`src/rtl/core/crb_pkg.sv`:
```
// ----------------------------------------------------------------------------
// crb_pkg
// Shared types, constants and helpers of the reflect-101 border convolution.
// ----------------------------------------------------------------------------
`default_nettype none

package crb_pkg;

    localparam int KSIZE     = 3;
    localparam int KTAPS     = KSIZE * KSIZE;
    localparam int MAX_WIDTH = 1024;
    localparam int COL_W     = $clog2(MAX_WIDTH);
    localparam int ROW_W     = 12;
    localparam int POS_W     = 13;
    localparam int SUM_W     = 30;
    localparam int PROD_W    = 27;
    localparam int FIFO_DEPTH = 16;
    localparam int FIFO_AW   = $clog2(FIFO_DEPTH);

    localparam logic [1:0] REQ_PIXEL = 2'd0;
    localparam logic [1:0] REQ_FLUSH = 2'd1;
    localparam logic [1:0] REQ_COEF  = 2'd2;

    localparam logic [1:0] CFG_WIDTH  = 2'd0;
    localparam logic [1:0] CFG_HEIGHT = 2'd1;
    localparam logic [1:0] CFG_MODE   = 2'd2;

    typedef logic [7:0] pix_t;
    typedef logic signed [17:0] coef_t;
    typedef logic signed [SUM_W-1:0] sum_t;

    // index 0 is the top row of the window column
    typedef pix_t [2:0] col_t;
    typedef pix_t [KTAPS-1:0] win_t;
    typedef coef_t [KTAPS-1:0] kern_t;

    typedef struct packed {
        logic signed [31:0] value;
        logic [ROW_W-1:0]   row;
        logic [COL_W-1:0]   col;
        logic               last;
        logic               fdone;
    } res_t;

    // tap x*K+y weighs window row K-1-x, column K-1-y
    function automatic win_t build_win(input col_t left, input col_t center, input col_t right);
        col_t  cols [3];
        win_t  w;
        cols[0] = left;
        cols[1] = center;
        cols[2] = right;
        for (int x = 0; x < KSIZE; x++) begin
            for (int y = 0; y < KSIZE; y++) begin
                w[x*KSIZE+y] = cols[KSIZE-1-y][KSIZE-1-x];
            end
        end
        return w;
    endfunction

endpackage

`default_nettype wire

```
`src/rtl/core/crb_cell.sv`:
```
// ----------------------------------------------------------------------------
// crb_cell
// One window column: holds three pixels and hands them on at each shift.
// ----------------------------------------------------------------------------
`default_nettype none

module crb_cell (
    input  wire logic          clk,
    input  wire logic          shift_en,
    input  wire crb_pkg::col_t col_in,
    output crb_pkg::col_t      col_out
);
    import crb_pkg::*;

    col_t col_reg;

    always_ff @(posedge clk)
    begin
        if (shift_en)
        begin
            col_reg <= col_in;
        end
    end

    assign col_out = col_reg;

endmodule

`default_nettype wire

```
`config.mk`:
```
export PLATFORM = sky130hd
export DESIGN_NAME = crb_cell
export DESIGN_NICKNAME = d
export VERILOG_FILES = /design/src/rtl/core/crb_pkg.sv /design/src/rtl/core/crb_cell.sv
export SDC_FILE = /design/constraint.sdc
export NUM_CORES = 1
export LEC_CHECK = 0
export ABC_AREA = 1
export BUFFER_PORTS_ARGS = -buffer_cell sky130_fd_sc_hd__buf_4
export CELL_PAD_IN_SITES_DETAIL_PLACEMENT = 0
export CELL_PAD_IN_SITES_GLOBAL_PLACEMENT = 2
export CORE_ASPECT_RATIO = 1.2
export CORE_MARGIN = 2
export CORE_UTILIZATION = 25
export DETAILED_ROUTE_END_ITERATION = 10
export PLACE_DENSITY = 0.82
export SLEW_MARGIN = 30
export SYNTH_ARGS = -nofsm -noshare
export SYNTH_HDL_FRONTEND = slang
export SYNTH_SLANG_ARGS = --single-unit
```
`constraint.sdc`:
```
create_clock -name clk -period 0.8 [get_ports clk]
set_clock_uncertainty 0.15 [all_clocks]
set_input_delay 0.16 -clock clk [delete_from_list [all_inputs] [get_ports clk]]
set_output_delay 0.16 -clock clk [all_outputs]
set_load 0.005 [all_outputs]
```
Yosys cells after proc, flatten, opt, wreduce, memory -nomap -nowiden

Index checks and enable logic that the tools add are counted.

Input bits: 26
Logic and storage cells: 3
Flip-flop bits (word level): 24
Output and inout bits: 24

Depth between registers and ports, before layout

Word-level depth: 0
Mapped depth: 0
Depth with buffers taken out: 0

Worst setup path after synthesis

OpenSTA, ideal clock, no wires.

Path kind: flip-flop to output port
From: register col_reg, in the netlist col_out[0]
To: output col_out[0] (netlist name)
Data arrival time: 355 ps
Path buffers: 0
Required time: 490 ps
Stages on the path, launching flop included: 1
Path slack: 135 ps
Path through: edfxtp_1

RTL lines:

| item                     | line           | text |
|---|---|---|
| start: declaration       | crb_cell.sv:15 | `col_t col_reg;` |
| start signal: assignment | crb_cell.sv:21 | `col_reg <= col_in;` |
| end: declaration         | crb_cell.sv:11 | `output crb_pkg::col_t col_out` |

No word-level cell between the ends.

Final worst setup path

From: register col_reg, in the netlist col_out[15]
To: output col_out[15] (netlist name)

No word-level cell between the ends.

==> flow_summary_export.csv <==
group,metric,value,unit
drt,viasPerCell,3.850,
worst_setup_path,cp_num_buf_inv,1,
timing,hold_ws,-129.5,ps
clocking,cts_root_buffer,"clkbuf_4",
drt,wl,1312,µm
worst_setup_path,start_kind,"flop",
global_routing,grt_pass1_wl,1966,µm
pwr,sw_frac_of_total,19.34,%
worst_setup_path,worstSetupPathType,"reg2out",
worst_setup_path,critical_path.slowest_cell,"edfxtp_1",
worst_setup_path,required,490,ps
pwr,seqPwrFrac,64.9,%
logic_synthesis,synth_area_leaders,"edfxtp_1 (100%)",
pwr,p_clk_share,22.2,%
logic_synthesis,synth_top_area_cell,"edfxtp_1",
hold_path,hp-class,"in2reg",
clocking,tritoncts,"done",
floorplanning,coreArea,2759,µm²
logic_synthesis,synthTopCellsByCount,"edfxtp_1 (24)",
floorplanning,io_pins,50,
global_routing,grt_overflow_total,0,
placed_design,place_area,1171,µm²
logic_synthesis,yosys.area_share.simple,0,%
floorplanning,die-area,3330,µm²
logic_synthesis,synth_xor_area_share,0,%
finish,fin_cells,113,
timing,max_slew_margin,91.59,%
logic_synthesis,ys_types,1,
finish,num-multi-input-gates,0,
finish,area_delta_synth_final,69.27,%
timing,tightestPinTransition,126.2,ps
clocking,htree_levels,1,
status,status,"finished, violations left",
global_routing,use_met1,9.119,%
logic_synthesis,synthMuxAreaShare,0,%
worst_setup_path,critPathMaxStageDelay,400,ps
timing,setup_viol,24,
logic_synthesis,mappedNetlistArea,720.7,µm²
drt,drt-wirelength-per-cell,11.61,µm
floorplanning,start_util,26.12,%
logic_synthesis,yosysWarnings,0,
timing,maxSlewViolCount,0,
logic_synthesis,synth_cells,24,
finish,drive_gt1_share,68.35,%
clocking,post-cts-setup-buffers,0,
pwr,p_comb_share,12.9,%
drt,dr.pass1.iters,2,
global_routing,use_met2,12.97,%
worst_setup_path,arrival,840,ps
worst_setup_path,path_cells,"buf_4",
logic_synthesis,synth.most_common_cell,"edfxtp_1",
clocking,numCtsBuffers,3,
timing,period_minus_slack,1152,ps
floorplanning,die_w,53.02,µm
finish,diodes,0,
logic_synthesis,ys_seq_area_share,100.0,%
worst_setup_path,crit_fanout,1,
logic_synthesis,syn_avg_cell_area,30.03,µm²
job,max-cap-violations,0,
timing,fmax,868.3,MHz
placed_design,port_buffers,49,
global_routing,grt_max_degree,14,
pwr,switching_power,0.4532,mW
finish,fillers,257,
timing,timing.final.crit_share,144.0,%
placed_design,place_congestion,0.6214,
pwr,ir_worst_vdd,0.0009413,V
logic_synthesis,ys_ff_latch,24,
timing,grt_setup_unrepaired,"yes",
placed_design,dp_cells,109,
global_routing,first_global_vias,432,
logic_synthesis,synth-compound-area-share,0,%
pwr,intPower,1.891,mW
clocking,cts_buffer_depth,2,
finish,nets,106,
worst_setup_path,path_delay_family,"flip-flops",
logic_synthesis,synth_top_area_share,100.0,%
global_routing,use_met3,4.545,%
pwr,p_leak,0.5120,nW
floorplanning,die_height,62.82,µm
pwr,powerDensity,1921,nW/µm²
logic_synthesis,syn_nets,50,
status,violations,"hold timing, setup timing",
pwr,power.total,2.344,mW
placed_design,place_hpwl,1046,µm
logic_synthesis,synthArstFlopShare,0,%
global_routing,grt.total_usage,8.786,%
global_routing,antenna_found_initial,0,
clocking,clk_pin_slew_worst_paths,130,ps
drt,ant_nets,0,
timing,hold_viol,24,
finish,largest_register_ffs,24,
drt,vias,435,
logic_synthesis,synth_fa_ha_area_share,0,%
drt,drt_iter0_markers,3,
clocking,cts.sinks,24,
logic_synthesis,synth_flop_cell,"edfxtp_1",
finish,multiInputGateArea,0,µm²
logic_synthesis,synth_edf_count,24,
drt,drc,0,
floorplanning,row_count,21,
timing,setup_ws,-351.7,ps
worst_setup_path,worst_setup_path_end_kind,"output pin",
finish,final_area,1220,µm²
global_routing,busiest_layer,"met2",
[metal layers]
metal / vias to the layer above / part of all wire, %
li1: 207 / -
met1: 199 / 36
met2: 27 / 49
met3: 2 / 13
met4: 0 / 1.4
met5: - / 0
[what timing repair did]
item                       4_1_cts  5_1_grt
hold endpoints to repair        24       24
pin swaps                        0        0
setup endpoints to repair       24       24
gates cloned                     0        0
resized for setup                0        6
[per-stage QoR]
| step | worst slack [ps] | TNS, ps | utilization, % |
|---|---|---|---|
| floorplan | 134.7 | 0 | - |
| global placement | -62.65 | -1346 | 42.45 |
| detailed placement | -68.62 | -1556 | 42.45 |
| CTS | -376.8 | -8536 | 43.40 |
| global route | -413.6 | -9275 | 44.22 |
| finish | -351.7 | -8103 | 44.22 |
[cell families after synthesis]
group,after synthesis
flip-flops,24
[power by group through the flow]
stage	Sequential (mW)	Combinational, mW	Clock [mW]
global route	1.53	0.328	0.584
CTS	1.52	0.297	0.545
global placement	1.54	0.293	0
floorplan	1.56	0	0
detailed placement	1.55	0.297	0
finish	1.52	0.303	0.520
[path summary, 6_finish.rpt]
| path | end | depth (start not counted) | start | slack [ps] |
|---|---|---|---|---|
| hold / removal | col_out[9]$_DFFE_PP_ | 1 | col_in[9] | -130 |
| setup / recovery | col_out[15] | 1 | col_out[15]$_DFFE_PP_ | -350 |
[layout by cell type (no fill, tap or decap), drive strengths merged]
cell and n:
edfxtp 24, clkinv 1, clkbuf 3, buf 51
[area by class of cell]
class | instances | area, µm² | share of cell area, %
Clock buffer | 3 | 22.52 | 1.846
Clock inverter | 1 | 3.754 | 0.3077
Sequential cell | 24 | 720.7 | 59.08
Tap cell | 34 | 42.54 | 3.487
Timing Repair Buffer | 51 | 430.4 | 35.28
Note: power is estimated with default switching activity, not from simulation.
