**src/rtl/core/crb_pkg.sv**
```systemverilog
// ----------------------------------------------------------------------------
// crb_pkg
// Shared types, constants and helpers of the reflect-101 border convolution.
// ----------------------------------------------------------------------------
`default_nettype none

package crb_pkg;

    localparam int KSIZE     = 3;
    localparam int KTAPS     = KSIZE * KSIZE;
    localparam int MAX_WIDTH = 1024;
    localparam int COL_W     = $clog2(MAX_WIDTH);
    localparam int ROW_W     = 12;
    localparam int POS_W     = 13;
    localparam int SUM_W     = 30;
    localparam int PROD_W    = 27;
    localparam int FIFO_DEPTH = 16;
    localparam int FIFO_AW   = $clog2(FIFO_DEPTH);

    localparam logic [1:0] REQ_PIXEL = 2'd0;
    localparam logic [1:0] REQ_FLUSH = 2'd1;
    localparam logic [1:0] REQ_COEF  = 2'd2;

    localparam logic [1:0] CFG_WIDTH  = 2'd0;
    localparam logic [1:0] CFG_HEIGHT = 2'd1;
    localparam logic [1:0] CFG_MODE   = 2'd2;

    typedef logic [7:0] pix_t;
    typedef logic signed [17:0] coef_t;
    typedef logic signed [SUM_W-1:0] sum_t;

    // index 0 is the top row of the window column
    typedef pix_t [2:0] col_t;
    typedef pix_t [KTAPS-1:0] win_t;
    typedef coef_t [KTAPS-1:0] kern_t;

    typedef struct packed {
        logic signed [31:0] value;
        logic [ROW_W-1:0]   row;
        logic [COL_W-1:0]   col;
        logic               last;
        logic               fdone;
    } res_t;

    // tap x*K+y weighs window row K-1-x, column K-1-y
    function automatic win_t build_win(input col_t left, input col_t center, input col_t right);
        col_t  cols [3];
        win_t  w;
        cols[0] = left;
        cols[1] = center;
        cols[2] = right;
        for (int x = 0; x < KSIZE; x++) begin
            for (int y = 0; y < KSIZE; y++) begin
                w[x*KSIZE+y] = cols[KSIZE-1-y][KSIZE-1-x];
            end
        end
        return w;
    endfunction

endpackage

`default_nettype wire

```
**src/rtl/core/crb_mac.sv**
```systemverilog
// ----------------------------------------------------------------------------
// crb_mac
// Window dot product: registered products, then registered sum.
// ----------------------------------------------------------------------------
`default_nettype none

module crb_mac (
    input  wire logic           clk,
    input  wire crb_pkg::win_t  win,
    input  wire crb_pkg::kern_t kern,
    output crb_pkg::sum_t       sum
);
    import crb_pkg::*;

    logic signed [PROD_W-1:0] prod_reg [KTAPS];
    sum_t sum_next;
    sum_t sum_reg;

    always_ff @(posedge clk)
    begin
        for (int i = 0; i < KTAPS; i++)
        begin
            prod_reg[i] <= $signed({1'b0, win[i]}) * $signed(kern[i]);
        end
        sum_reg <= sum_next;
    end

    always_comb
    begin
        sum_next = '0;
        for (int i = 0; i < KTAPS; i++)
        begin
            sum_next = sum_next + SUM_W'(prod_reg[i]);
        end
    end

    assign sum = sum_reg;

endmodule

`default_nettype wire

```
**config.mk**
```make
export PLATFORM = sky130hd
export DESIGN_NAME = crb_mac
export DESIGN_NICKNAME = d
export VERILOG_FILES = /design/src/rtl/core/crb_pkg.sv /design/src/rtl/core/crb_mac.sv
export SDC_FILE = /design/constraint.sdc
export NUM_CORES = 2
export LEC_CHECK = 0
export BUFFER_PORTS_ARGS = -buffer_cell sky130_fd_sc_hd__buf_2
export CAP_MARGIN = 20
export CORE_MARGIN = 2
export CORE_UTILIZATION = 33
export DETAILED_ROUTE_END_ITERATION = 8
export SYNTH_ARGS = -nofsm -noshare
export SYNTH_HDL_FRONTEND = slang
export SYNTH_SLANG_ARGS = --single-unit
```
**constraint.sdc**
```tcl
create_clock -name clk -period 6.8 [get_ports clk]
set_clock_uncertainty 0.2 [all_clocks]
set_input_delay 0.34 -clock clk [delete_from_list [all_inputs] [get_ports clk]]
set_output_delay 0.34 -clock clk [all_outputs]
set_load 0.005 [all_outputs]
```
# [Word level (Yosys, flattened, before mapping)]
# Memory sizes are Yosys's and may differ from the RTL's.
# Cells that the tools add are included.
[classes] add_sub_neg=8 mul=9
[op_table] op="$mul A9 B18 Y27" n=9
[op_table] op="$add A30 B27 Y30" n=5
[op_table] op="$add A29 B27 Y30" n=1
[op_table] op="$add A28 B27 Y29" n=1
[op_table] op="$add A27 B27 Y28" n=1
[totals] ff_bits=30 ramBits=243 input_bits=235 output_inout_bits=30 word_cells=19 n_memories=1
[memory_table] memory="prod_reg" words=9 word_bits=27 rd=9 rd_clocked_by_memory_dff=0 write_ports=9 line="crb_mac.sv:15" source="logic signed [PROD_W-1:0] prod_reg [KTAPS];"

# [Logic depth before layout (Yosys ltp)]
[depth] depth_word=8 ltp_mapped=20 mapped_depth_nobuf=18

# [Least setup slack after synthesis]
# OpenSTA, ideal clock, no wires.
[synth_timing] path_kind="input to register" from="input win[24] (netlist name)" to="memory prod_reg[3][25] (netlist: prod_reg[0][106])" setup_time_ns=0.131 arrival_ns=4.879 t_required_ns=6.469 path_slack_ns=1.590 stages=18 n_path_buf=2 cell_sequence="clkbuf_1 > clkbuf_1 > nand2_1 > fa_1 > inv_1 > fa_1 > fa_1 > inv_1 > fa_1 > inv_1 > ha_1 > a21o_1 > a21o_1 > a21o_1 > a2111o_1 > a221oi_1 > o31ai_1 > xor2_1"
[synth_rtl] item="start, declared" line="crb_mac.sv:9" source="input wire crb_pkg::win_t win,"
[synth_rtl] item="end, declared" line="crb_mac.sv:15"

==> results.tsv <==
stage	metric	value	unit
clock_tree	CTS tree	done	
logic_synthesis	Most used DFF post-synth	dfxtp_1	
logic_synthesis	Post-synth EDFFs	0	
detailed_routing	initial DRC count	2216	
sta	period utilization	77.7	%
hold_path	Worst Hold Class	input pin to flip-flop	
sta	count of final setup violators	0	
global_routing	first-pass GRT wire length	250000	um
logic_synthesis	Synth top area share	41.3	%
logic_synthesis	largest area contributor in the synthesized netlist	fa_1	
critical_path	critical path capture point type	flip-flop	
run	Max Cap Viol	0	
logic_synthesis	sequential share of the synthesized area	9.26	%
sta	Slew headroom	53.8	%
clock_tree	clock root buffer	clkbuf_16	
detailed_routing	Remaining DRCs	0	
critical_path	Crit Path Category	flip-flop to flip-flop	
sta	Worst Max-Slew Pin Slew	0.675	ns
clock_tree	total CTS buffers	28	
sta	Final min period	5.28	ns
critical_path	CP Buf/Inv Count	3	
logic_synthesis	Mapped Cells	6631	
critical_path	Largest delay share family, worst path	adder cells	
critical_path	worst path required time	7.09	ns
status	outcome	finished, final reports clean	
logic_synthesis	Mapped Avg Cell Area	8.90	um^2
logic_synthesis	Yosys warnings	0	
sta	final setup TNS	0	ns
global_routing	largest net degree at the start of global routing	19	
die	Die X	427	um
critical_path	critical path arrival	5.57	ns
clock_tree	CTS max path bufs	3	
sta	max frequency	0.189	GHz
clock_tree	Skew-Pair Late Insertion Delay	0.56	ns
logic_synthesis	Post-synth ARST share	0	%
global_routing	All-Layer GR Usage	17.3	%
die	num rows	155	
die	# IOs	265	
logic_synthesis	Synth Register Bits	273	
clock_tree	post_cts resized	0	
detailed_routing	Pre-antenna DRT Iters	5	
logic_synthesis	Syn Std Cell Area	0.0590	mm^2
place	post-DP HPWL	134000	um
critical_path	Levels on crit path	16	
place	Inst Count DP	9117	
critical_path	CP max stage cell	fa_1	
sta	Slew Viols, Final	0	
logic_synthesis	Cell variety after synth	79	
critical_path	CP max stage delay	0.56	ns
die	die boundary height	427	um
sta	unrepaired setup endpoints after global routing	no	
detailed_routing	final WL	153000	um
global_routing	antenna violations before repair	43	
die	Initial Utilization	33.2	%
critical_path	R2R cell count	16	
sta	Fin. Hold Viols	0	
critical_path	crit start category	flip-flop	
layout	layout cell share with drive strength beyond 1	4.87	%
die	core area	0.178	mm^2
logic_synthesis	syn nets	8599	
layout	fin cells	9178	
critical_path	worst-path cell chain	fa_1, fa_1, fa_1, inv_1, fa_1, inv_1, ha_1, inv_1, fa_1, nand2b_1, a2111oi_2, o41ai_1, a21oi_1, a211oi_1, o31ai_1, xor2_1	
hold_path	hold depth	2	
layout	Final Cell Area	0.0639	mm^2
detailed_routing	DR WL/cell	16.7	um
global_routing	total gr overflow	0	
clock_tree	H-tree lvl count	1	
place	Port Buffer Count	264	
place	Post-DP Area	0.0628	mm^2
critical_path	CP Max Fanout	4	
logic_synthesis	largest cells by area after synthesis	fa_1, inv_1, ha_1	
detailed_routing	Routed Antenna Nets	0	
die	die area	0.182	mm^2
layout	nets	8764	
detailed_routing	routed via count	42900	
place	Placer Congestion	0.870	
detailed_routing	DR vias/cell	4.68	
clock_tree	clk sinks	273	
global_routing	vias in the first global route	46300	
clock_tree	CTS clock-pin slew for the worst setup and hold paths	0.06	ns
layout	Largest register FFs	243	
sta	worst hold slack	0.0185	ns
critical_path	CP dominant cell by count	fa_1	
layout	Layout area overhead	8.24	%
[final timing paths]
path	startpoint	endpoint	slack, ns
max	prod_reg[0][164]$_DFF_P_	sum[26]$_DFF_P_	1.52
min	kern[72]	prod_reg[0][108]$_DFF_P_	0.02
min reg2reg	prod_reg[0][216]$_DFF_P_	sum[0]$_DFF_P_	0.53
max reg2reg	prod_reg[0][164]$_DFF_P_	sum[26]$_DFF_P_	1.52
[what timing repair did]
action                                 CTS  global route
hold buffers                             4             0
endpoints found under the hold margin    4             0
buffers inserted                         0             0
[kinds of logic after synthesis]
family | after synthesis | synth area share, %
buf+inv | 1926 | 12.2
mux | 10 | 0.172
simple gates | 1814 | 15.6
flops | 273 | 9.26
xor+xnor | 209 | 3.10
fa+ha+maj | 1733 | 52.2
compound gates | 666 | 7.42
[cells in the mapped netlist, types with 26 or more instances]
library cell / number
clkbuf_1: 134
inv_1: 1792
ha_1: 516
a21o_1: 92
xnor2_1: 156
nor2_1: 139
dfxtp_1: 273
o21ai_0: 123
fa_1: 1217
nor2b_1: 26
a21oi_1: 193
o21a_1: 46
nand3_1: 53
nand2_1: 705
and2_1: 723
nor3_1: 49
xor2_1: 53
o21bai_1: 29
[through the flow]
step	util, %	worst slack (ns)
final	35.9	1.52
after global routing	35.9	1.19
after CTS	35.9	1.51
after detailed placement	35.3	1.35
after global placement	35.3	1.44
after floorplan	-	1.59
[area by class of cell]
class | count | area (um^2)
sequential | 273 | 5470
antenna | 7 | 17.5
multi-input combinational | 4432 | 46300
timing repair buffer | 269 | 1370
inverter | 1792 | 6730
clock buffer | 39 | 823
tap | 2355 | 2950
fill | 18300 | 114000
clock inverter | 11 | 213
[layout by cell type (no fill, tap or decap), types with 46 or more instances in the layout]
cell | netlist | final
nor3_1 | 49 | 49
inv_1 | 1792 | 1792
nand3_1 | 53 | 53
o21ai_0 | 123 | 123
a21o_1 | 92 | 92
and2_1 | 723 | 723
xnor2_1 | 156 | 156
a21oi_1 | 193 | 193
ha_1 | 516 | 516
dfxtp_1 | 273 | 273
buf_2 | 0 | 264
fa_1 | 1217 | 1217
nor2_1 | 139 | 139
o21a_1 | 46 | 46
xor2_1 | 53 | 53
nand2_1 | 705 | 705
[layer usage]
layer  wire (um)  GRT usage (%)  part of all wire [%]
met5         185              0                  0.12
met4        5330           5.08                   3.5
met3        6430           1.78                   4.2
met2       75700           30.5                    49
met1       65500           22.3                    43
[worst reg2reg max path, stage by stage (launching register included)]
cell	delay [ns]
dfxtp_1	0.32
fa_1	0.56
fa_1	0.48
fa_1	0.55
inv_1	0.05
fa_1	0.43
inv_1	0.07
ha_1	0.22
inv_1	0.08
fa_1	0.46
nand2b_1	0.21
a2111oi_2	0.40
o41ai_1	0.20
a21oi_1	0.36
a211oi_1	0.18
o31ai_1	0.29
xor2_1	0.16
Power is not shown: default switching activity piles up to over one toggle a cycle in this logic, so the estimate is an artifact.
